`config.mk`:
```
export PLATFORM = sky130hd
export DESIGN_NAME = unsigned_divider_64
export DESIGN_NICKNAME = d
export VERILOG_FILES = /design/src/rtl/udiv_pkg.sv /design/src/rtl/udiv_cell.sv /design/src/rtl/unsigned_divider_64.sv
export SDC_FILE = /design/constraint.sdc
export NUM_CORES = 1
export LEC_CHECK = 0
export ABC_AREA = 1
export BUFFER_PORTS_ARGS = -buffer_cell sky130_fd_sc_hd__buf_4
export CORE_UTILIZATION = 50
export CTS_CLUSTER_SIZE = 25
export DETAILED_ROUTE_END_ITERATION = 7
export GPL_TIMING_DRIVEN = 1
export PLACE_DENSITY = 0.83
export SLEW_MARGIN = 5
export SYNTH_ARGS = -nofsm -noshare
export SYNTH_HDL_FRONTEND = slang
export SYNTH_HIERARCHICAL = 1
export SYNTH_SLANG_ARGS = --single-unit
```
`constraint.sdc`:
```
create_clock -name clk_i -period 44.8 [get_ports clk_i]
set_input_delay 8.96 -clock clk_i [delete_from_list [all_inputs] [get_ports clk_i]]
set_output_delay 8.96 -clock clk_i [all_outputs]
set_load 0.05 [all_outputs]
```
`src/rtl/udiv_pkg.sv`:
```
`default_nettype none

package udiv_pkg;

  // Default operand width of the divider.
  localparam int unsigned DivWidth = 64;

  // Signals handed from one bit cell to the next higher one.
  typedef struct packed {
    logic rem;  // remainder bit (shifts up one place per step)
    logic quo;  // dividend / quotient bit (shifts up one place per step)
    logic brw;  // borrow of the trial subtraction
  } link_t;

endpackage

`default_nettype wire

```
`src/rtl/udiv_cell.sv`:
```
`default_nettype none

module udiv_cell
  import udiv_pkg::*;
(
  input  wire        clk_i,
  input  wire        load_i,
  input  wire        step_i,
  input  wire        dvd_bit_i,
  input  wire        dvs_bit_i,
  input  wire        fits_i,
  input  wire link_t link_i,
  output link_t      link_o
);

  logic rem_q, rem_d;
  logic quo_q, quo_d;
  logic dvs_q, dvs_d;
  logic shift_in;
  logic diff;

  always_comb begin
    shift_in    = link_i.rem;
    diff        = shift_in ^ dvs_q ^ link_i.brw;
    link_o.brw  = (~shift_in & dvs_q) | (~(shift_in ^ dvs_q) & link_i.brw);
    link_o.rem  = rem_q;
    link_o.quo  = quo_q;

    rem_d = rem_q;
    quo_d = quo_q;
    dvs_d = dvs_q;
    if (load_i) begin
      rem_d = 1'b0;
      quo_d = dvd_bit_i;
      dvs_d = dvs_bit_i;
    end else if (step_i) begin
      // keep the difference only when the divisor fits
      rem_d = fits_i ? diff : shift_in;
      quo_d = link_i.quo;
    end
  end

  always_ff @(posedge clk_i) begin
    rem_q <= rem_d;
    quo_q <= quo_d;
    dvs_q <= dvs_d;
  end

endmodule

`default_nettype wire

```
`src/rtl/unsigned_divider_64.sv`:
```
`default_nettype none

// Unsigned restoring divider, quotient and remainder of Width-bit operands.
//
// Issue a transaction by raising start_i with dividend_i and divisor_i while
// busy_o is low; it is taken at that clock edge. The operands are held in a
// row of Width bit cells, one bit of remainder, dividend/quotient and divisor
// each. While busy_o is high, every cycle the row shifts one place and does one
// trial subtraction whose borrow ripples from cell to cell, so one quotient bit
// comes out per cycle, Width bits in all.
// The result is shown for exactly one cycle with valid_o high. busy_o drops
// during that cycle, so a new transaction may be issued then, but none is taken
// before the previous one is done. The receiver cannot stall; it must take the
// result while valid_o is high.
// A zero divisor gives an all-ones quotient, the dividend as remainder and
// divide_by_zero_o high. Reset clears busy_o and valid_o; the data path has
// no reset.
module unsigned_divider_64
  import udiv_pkg::*;
#(
  parameter int unsigned Width = DivWidth
) (
  input  wire               clk_i,
  input  wire               rst_ni,
  input  wire               start_i,
  output logic              busy_o,
  input  wire  [Width-1:0]  dividend_i,
  input  wire  [Width-1:0]  divisor_i,
  output logic              valid_o,
  output logic [Width-1:0]  quotient_o,
  output logic [Width-1:0]  remainder_o,
  output logic              divide_by_zero_o
);

  localparam int unsigned CntW = (Width > 2) ? $clog2(Width) : 1;
  localparam logic [CntW-1:0] LastStep = CntW'(Width - 1);

  logic            busy_q, busy_d;
  logic            valid_q, valid_d;
  logic            dbz_q, dbz_d;
  logic [CntW-1:0] cnt_q, cnt_d;
  logic            load;
  logic            fits;

  link_t link_in  [Width];
  link_t link_out [Width];

  assign load = start_i && !busy_q;

  // the top cell's shifted-out bit and final borrow decide the quotient bit
  assign fits = link_out[Width-1].rem | ~link_out[Width-1].brw;

  always_comb begin
    link_in[0].rem = link_out[Width-1].quo;
    link_in[0].quo = fits;
    link_in[0].brw = 1'b0;
    for (int unsigned i = 1; i < Width; i++) begin
      link_in[i] = link_out[i-1];
    end
  end

  for (genvar i = 0; i < Width; i++) begin : g_cell
    udiv_cell u_cell (
      .clk_i     (clk_i),
      .load_i    (load),
      .step_i    (busy_q),
      .dvd_bit_i (dividend_i[i]),
      .dvs_bit_i (divisor_i[i]),
      .fits_i    (fits),
      .link_i    (link_in[i]),
      .link_o    (link_out[i])
    );
  end

  always_comb begin
    busy_d  = busy_q;
    valid_d = 1'b0;
    cnt_d   = cnt_q;
    dbz_d   = dbz_q;
    if (load) begin
      busy_d = 1'b1;
      cnt_d  = '0;
      dbz_d  = (divisor_i == '0);
    end else if (busy_q) begin
      cnt_d = cnt_q + 1'b1;
      if (cnt_q == LastStep) begin
        busy_d  = 1'b0;
        valid_d = 1'b1;
      end
    end
  end

  always_ff @(posedge clk_i or negedge rst_ni) begin
    if (!rst_ni) begin
      busy_q  <= 1'b0;
      valid_q <= 1'b0;
      cnt_q   <= '0;
      dbz_q   <= 1'b0;
    end else begin
      busy_q  <= busy_d;
      valid_q <= valid_d;
      cnt_q   <= cnt_d;
      dbz_q   <= dbz_d;
    end
  end

  always_comb begin
    for (int unsigned i = 0; i < Width; i++) begin
      quotient_o[i]  = link_out[i].quo;
      remainder_o[i] = link_out[i].rem;
    end
  end

  assign busy_o           = busy_q;
  assign valid_o          = valid_q;
  assign divide_by_zero_o = dbz_q;

  a_accept_busy: assert property (@(posedge clk_i) disable iff (!rst_ni)
    (start_i && !busy_o) |=> busy_o)
    else $error("busy not raised after accepted transaction");

  a_last_step_valid: assert property (@(posedge clk_i) disable iff (!rst_ni)
    (busy_q && cnt_q == LastStep) |=> (valid_o && !busy_o))
    else $error("result not strobed after last step");

  a_valid_pulse: assert property (@(posedge clk_i) disable iff (!rst_ni)
    valid_o |=> !valid_o)
    else $error("result strobe longer than one cycle");

  a_valid_idle: assert property (@(posedge clk_i) disable iff (!rst_ni)
    valid_o |-> !busy_o)
    else $error("result strobed while busy");

  a_dbz_quotient: assert property (@(posedge clk_i) disable iff (!rst_ni)
    (valid_o && divide_by_zero_o) |-> (quotient_o == '1))
    else $error("divide by zero without all-ones quotient");

endmodule

`default_nettype wire
```
==> results of run 1 <==
## worst min-delay path by stage
stage               startpoint  endpoint  cells after the start  slack, ps
finish                cnt_q[5]  cnt_q[5]                      1        510
global route          cnt_q[5]  cnt_q[5]                      1        540
CTS                   cnt_q[5]  cnt_q[5]                      1        490
detailed placement    cnt_q[5]  cnt_q[5]                      1        480
global placement      cnt_q[5]  cnt_q[5]                      1        460
floorplan             cnt_q[5]  cnt_q[5]                      1        450
## final cells by class
type,instances,area (µm²)
tap,285,357
fill,1955,9020
clock buffer,36,654
clock inverter,5,26.3
inverter,251,950
timing repair buffer,265,1990
multi-input combinational,694,4290
sequential,201,5350
## registers in the layout (all words and copies together) (netlist names)
signal and flops:
g_cell.u_cell/dvs_q 64, g_cell.u_cell/quo_q 64, g_cell.u_cell/rem_q 64, cnt_q 6, busy_o 1, divide_by_zero_o 1
valid_o 1
## stage by stage
step	power [mW]	std cells	instance area, µm²	hold slack, ps	setup WS [ps]
2_1_floorplan	0.911	1274	11500	446	19220
3_3_place_gp	0.976	1696	12900	463	19520
3_5_place_dp	1.00	1696	12900	481	18860
4_1_cts	1.18	1737	13600	489	18760
5_1_grt	1.26	1737	13600	540	17250
6_report	1.17	1737	13600	506	18920
## critical path: cells and delay by family, from the launching register on
kind                       cells  cell delay (ps)
and+or+nand+nor                4              440
buffers and inverters         61             4020
adders and majority gates     64            20860
DFF                            1              360
## cells by family (layout without fill, tap and decap cells)
group	Yosys count	in the layout	share of synthesized area (%)
AOI/OAI and AO/OA	141	141	7.35
and+or+nand+nor	487	487	18.5
DFF	201	201	46.4
other	1	1	0.0325
buffers and inverters	379	557	16.5
adders and majority gates	65	65	11.2
## power breakdown
| group | leakage (nW) | internal (mW) | switching (mW) |
|---|---|---|---|
| clock network | 0.330 | 0.0998 | 0.0726 |
| registers | 1.88 | 0.285 | 0.0619 |
| logic | 4.36 | 0.217 | 0.430 |
| total | 6.58 | 0.602 | 0.564 |
## routing by layer
| metal | share of wire, % | track usage, % | up-vias |
|---|---|---|---|
| li1 | - | - | 4110 |
| met1 | 42 | 26.8 | 3841 |
| met2 | 49 | 35.6 | 215 |
| met3 | 4.9 | 3.83 | 53 |
| met4 | 3.6 | 7.62 | 0 |
| met5 | 0 | 0 | - |
## placed cells by master, fill, tap and decap left out
master and count:
a22o_2 1, fa_1 64, clkbuf_1 10, nand3_2 1
clkinvlp_4 1, nor2_4 2, inv_8 1, dfrtp_1 8
edfxtp_1 128, a21oi_2 35, dfxtp_1 64, clkinv_2 3
inv_2 1, nand2_1 282, o21ai_1 71, nand2_4 2
a21oi_1 2, a21o_1 1, nor2_1 72, dfrtp_4 1
nor2_2 30, clkbuf_8 3, nand2_2 1, ha_1 1
nand3_1 32, buf_4 265, or2_1 64, clkinv_1 1
o21ai_0 30, nor3b_1 1, conb_1 1, a22o_1 1
clkbuf_16 23, inv_1 249
==> summary.md, run 1 <==
| Metric | Value |
|---|---|
| Asr flop ratio synth | ~4.5% |
| Core footprint | 22600 µm² |
| Register area share after synthesis | approximately 46% |
| H-tree levels | 1 |
| Type of origin of the critical path | flip-flop |
| CP Data Required Time | ~45000 ps |
| Post-CTS Setup Bufs | 0 |
| GP Congestion | roughly 0.79 |
| Largest fanout on the critical path | roughly 120 |
| Post-synth EDFFs | roughly 130 |
| Yosys warns | 6 |
| # DRC | 0 |
| Worst slew margin relative to its limit | a little under a fifth |
| Clock skew | 11.5 ps |
| Status | completed |
| # diodes | 0 |
| CP dominant cell by count | fa_1 |
| Top post-synthesis cells by count | 283 x nand2_1, 250 x inv_1, 128 x buf_4, 128 x edfxtp_1, 72 x nor2_1 |
| CTS root buffer | clkbuf_16 |
| Clock sink count | about 200 |
| CP arrival | ~26000 ps |
| TritonCTS clock tree | yes |
| Synthesis-to-layout area growth | 18.1% |
| Reg2reg setup slack | 18920 ps |
| Skew-Pair Late Insertion Delay | approximately 500 ps |
| RSZ-0062 raised after global routing | false |
| Crit path kind | flip-flop to flip-flop |
| Worst Reg-to-Reg Cells | between 100 and 150 |
| GRT Residual Overflow | 0 |
| Tmin final | ~26000 ps |
| Port bufs | roughly 260 |
| Leading area contributor after synthesis | edfxtp_1 |
| Num CTS Buffers | 23 |
| Fmax | ~0.039 GHz |
| Antenna violations before repair | 0 |
| I/O pin count | approximately 260 |
| Tcrit/Tclk final | 57.8% |
| Vias in the first global route | ~8200 |
| Global-route wire length before repair | approximately 40 mm |
| Min-Delay Path Class | flip-flop to flip-flop |
| Synth Flop Type | edfxtp_1 |
| Syn_area_per_cell | roughly 9.1 µm² |
| Clock Path Buffers | 3 |
| Reg2reg end | g_cell[34].u_cell/rem_q |
| Final setup viols | 0 |
| Largest stage delay, worst path | between 800 and 900 ps |
| CTS Hold Buffers Added | 0 |
| CP Capture Type | flip-flop |
| Largest net degree at the start of global routing | 211 |
| Top cell type's share of synthesized area | around a third |
| Hpwl dp | about 17 mm |
| Syn Nets | between 1000 and 1500 |
| Worst-Margin Slew | about 1200 ps |
| Cell Area, Synth | approximately 12000 µm² |
| Drt pass-1 iters | 4 |
| Fin util | 60.2% |
| Initial DRC count | 506 |
| Die area | between 20000 and 25000 µm² |
| Worst IR Drop VDD | 0.0364 mV |
| Post-CTS resize count | 0 |
| Reg-to-Reg Start | g_cell[0].u_cell/dvs_q |
| Die Width | around 150 µm |
| Routed wire length | ~24 mm |
| Total track usage | a little over a fifth |
| Setup TNS | 0 ps |
| Max_cap viols | 0 |
| DR vias | 8219 |
| Crit-path slowest cell | buf_4 |
| Distinct cells, synth | 26 |
| Critical Path Start | g_cell[0].u_cell/dvs_q |
| Layout cells sized above 1 | 25.5% |
| Nets | 1632 |
| FP Rows | 55 |
| Worst setup path endpoint | g_cell[34].u_cell/rem_q |
| Wirelength per Cell | 14.1 µm |
| Syn Inst Count | 1274 |
| FF+latch count, synth | approximately 200 |
| Leakage | between 6 and 7 nW |
| Initial Util | 51.0% |
| Max-slew violations | 0 |
| Top-count cell post-synth | nand2_1 |
| Antenna-violating nets left | 0 |
| Final Hold Fails | 0 |
| Largest cells by area after synthesis | edfxtp_1 33%, dfxtp_1 11%, fa_1 11% |
| Clock slew at reported path FFs | about 60 ps |
| Die height | ~150 µm |
| Pwr dens | roughly 86 nW/µm² |
| Vias/cell | 4.73 |
Power figures use the tool's default switching activity.
==> inputs of run 2 (changes only) <==
==> constraint.sdc (replaced) <==
create_clock -name clk_i -period 25.9 [get_ports clk_i]
set_input_delay 5.18 -clock clk_i [delete_from_list [all_inputs] [get_ports clk_i]]
set_output_delay 5.18 -clock clk_i [all_outputs]
set_load 0.05 [all_outputs]
==> run 2 against run 1 <==
  * Critical path depth is the same
  * Clock skew is 0.70 ps lower
  * Register-to-register slack lost 17000 ps
  * Fmax rose by 5.8%
  * Flip-flop and latch count unchanged
  * Critical path type unchanged
  * Worst setup slack got worse by 17000 ps
==> summary.md, run 2 (synthesis gave the netlist of run 1 again) <==
| Metric | Value |
|---|---|
| Register share of total power | 28.8% (-0.9 points) |
| # diodes | 0 (unchanged) |
| Worst slew margin relative to its limit | 25.0% (+6.5 points) |
| Wirelength per Cell | 14.7 µm (+4.3%) |
| Synthesis-to-layout area growth | 20.4% |
| Antenna violations before repair | 0 (unchanged) |
| Net Switching | 1.00 mW (+77%) |
| Min-Delay Path Class | flip-flop to flip-flop |
| Clock power frac | 15.3% (+0.5 points) |
| Vias in the first global route | 8035 (-1.7%) |
| Worst setup margin | 1440 ps (-17490 ps) |
| GRT Residual Overflow | 0 (unchanged) |
| Leading cell type in the layout, fill and taps excluded | nand2_1 |
| Clock skew | 10.8 ps (-0.702 ps) |
| Worst Reg-to-Reg Cells | 129 (unchanged) |
| Type of origin of the critical path | flip-flop |
| Layout fillers | 1871 (-4.3%) |
| Clock Path Buffers | 3 (unchanged) |
| FP Rows | 55 (unchanged) |
| Layout cells sized above 1 | 26.6% (+1.1 points) |
| # DRC | 0 (unchanged) |
| Fmax | 0.0409 GHz (+5.8%) |
| Worst setup path endpoint | g_cell[18].u_cell/rem_q |
| I/O pin count | 262 (unchanged) |
| Routed wire length | 25.6 mm (+4.8%) |
| Port bufs | 261 (unchanged) |
| H-tree levels | 1 (unchanged) |
| Clock slew at reported path FFs | 60 ps (about the same) |
| CTS Hold Buffers Added | 0 (unchanged) |
| Tcrit/Tclk final | 94.4% (+37 points) |
| Crit path kind | flip-flop to flip-flop |
| Die height | 154 µm (unchanged) |
| DR vias | 8406 (+2.3%) |
| Cell-internal power | 1.09 mW (+81%) |
| Largest net degree at the start of global routing | 152 (-28%) |
| Fin util | 61.4% (+1.2 points) |
| TritonCTS clock tree | yes |
| CP dominant cell by count | inv_1 |
| Status | completed |
| Largest fanout on the critical path | 15 (-87%) |
| Leakage | 6.70 nW (+1.8%) |
| CTS root buffer | clkbuf_16 |
| Placement Setup Slack | 447 ps (-18420 ps) |
| Total track usage | 20.7% (-0.28 points) |
| Critical Path Start | g_cell[0].u_cell/dvs_q |
| Global-route wire length before repair | 39.2 mm (-1.7%) |
| Final Hold Fails | 0 (unchanged) |
| Vias/cell | 4.81 (+1.7%) |
| Final setup viols | 0 (unchanged) |
| Pwr dens | 150 nW/µm² (+76%) |
| Die area | 23700 µm² (unchanged) |
| CP Capture Type | flip-flop |
| Skew-Pair Late Insertion Delay | 500 ps (about the same) |
| Num CTS Buffers | 23 (unchanged) |
| Antenna-violating nets left | 0 (unchanged) |
| Combinational Power Share | 55.9% (+0.4 points) |
| Worst IR Drop VDD | 0.0876 mV (+140%) |
| CP arrival | 24870 ps (-1390 ps) |
| Reg-to-Reg Start | g_cell[0].u_cell/dvs_q |
| Hpwl dp | 17.5 mm (about the same) |
| Tmin final | 24460 ps (-1410 ps) |
| Largest stage delay, worst path | 470 ps (-400 ps) |
| Max_cap viols | 0 (unchanged) |
| Most frequent cells in the layout | 282 x nand2_1, 266 x buf_4, 249 x inv_1 |
| Clock sink count | 201 (unchanged) |
| Initial DRC count | 528 (+4.3%) |
| Initial Util | 51.0% (unchanged) |
| Die Width | 154 µm (unchanged) |
| GP Congestion | 0.818 (+3.1%) |
| CP Data Required Time | 26300 ps (-18890 ps) |
| Worst-Margin Slew | 1130 ps (-96.9 ps) |
| Largest registers | g_cell.u_cell/dvs_q (64), g_cell.u_cell/quo_q (64), g_cell.u_cell/rem_q (64) |
| PnR Total Power | 2.09 mW (+79%) |
| Reg2reg end | g_cell[18].u_cell/rem_q |
| Drt pass-1 iters | 5 (+1) |
| Crit-path slowest cell | fa_1 |
| Reg2reg setup slack | 1440 ps (-17490 ps) |
| Max-slew violations | 0 (unchanged) |
| Core footprint | 22600 µm² (unchanged) |
| Sw Share | 47.9% (-0.46 points) |
| Nets | 1641 (+0.55%) |
run 2: cell count changes in the layout (fill, tap and decap cells not counted), moves of 2 or more:
cell,change
bufinv_16,+2
clkinv_1,+6
clkbuf_16,+3
fa_1,-9
fa_2,+9
clkbuf_1,-7
buf_16,+2
run 2: power by group through the flow:
stage	clock network, mW	logic [mW]	registers [mW]
2_1_floorplan	0	1.03	0.546
3_3_place_gp	0	1.09	0.601
5_1_grt	0.338	1.28	0.621
4_1_cts	0.326	1.13	0.602
3_5_place_dp	0	1.12	0.607
6_report	0.319	1.17	0.602
run 2: metal layers:
| layer | GRT usage [%] | wire, µm | vias to the layer above | share of wire [%] |
|---|---|---|---|---|
| li1 | - | - | 4135 | - |
| met1 | 26.0 | 10700 | 3974 | 42 |
| met2 | 35.4 | 12600 | 238 | 49 |
| met3 | 3.83 | 1390 | 59 | 5.4 |
| met4 | 7.76 | 976 | 0 | 3.8 |
| met5 | 0 | 0 | - | 0 |
run 2: area by class of cell:
class                           instances  area, µm²  area share, %
Sequential cell                       201       5350           38.5
Clock inverter                         11       96.3          0.694
Multi-Input combinational cell        696       4350           31.3
Tap cell                              285        357           2.57
Inverter                              251        950           6.84
Timing Repair Buffer                  272       2150           15.5
Clock buffer                           30        642           4.62
run 2: worst min path at each step:
stage,depth (start not counted),slack (ps),start,end
floorplan,1,450,cnt_q[5],cnt_q[5]
global placement,1,460,cnt_q[5],cnt_q[5]
detailed placement,1,480,cnt_q[5],cnt_q[5]
CTS,1,490,cnt_q[5],cnt_q[5]
global route,1,520,cnt_q[5],cnt_q[5]
finish,1,490,cnt_q[5],cnt_q[5]
run 2: metrics by stage:
step | hold WS [ps] | area, µm² | TNS [ps] | instances
floorplan | 446 | 11500 | 0 | 1274
global placement | 464 | 13000 | 0 | 1697
detailed placement | 479 | 13000 | 0 | 1697
CTS | 487 | 13700 | 0 | 1738
global route | 518 | 13900 | -200 | 1746
finish | 486 | 13900 | 0 | 1746
run 2: worst max-delay path: cells and delay by family, from the launching register on:
family / cells / cell delay (ps)
adder cells (fa/ha/maj): 64 / 20360
buffers and inverters: 61 / 3190
flip-flops: 1 / 370
AND/OR/NAND/NOR: 4 / 420
run 2: repair_timing:
item                                    4_1_cts  5_1_grt
endpoints found under the setup margin        0       65
endpoints found under the hold margin         0        0
buffers inserted                              0        3
gates resized for setup                       0       15
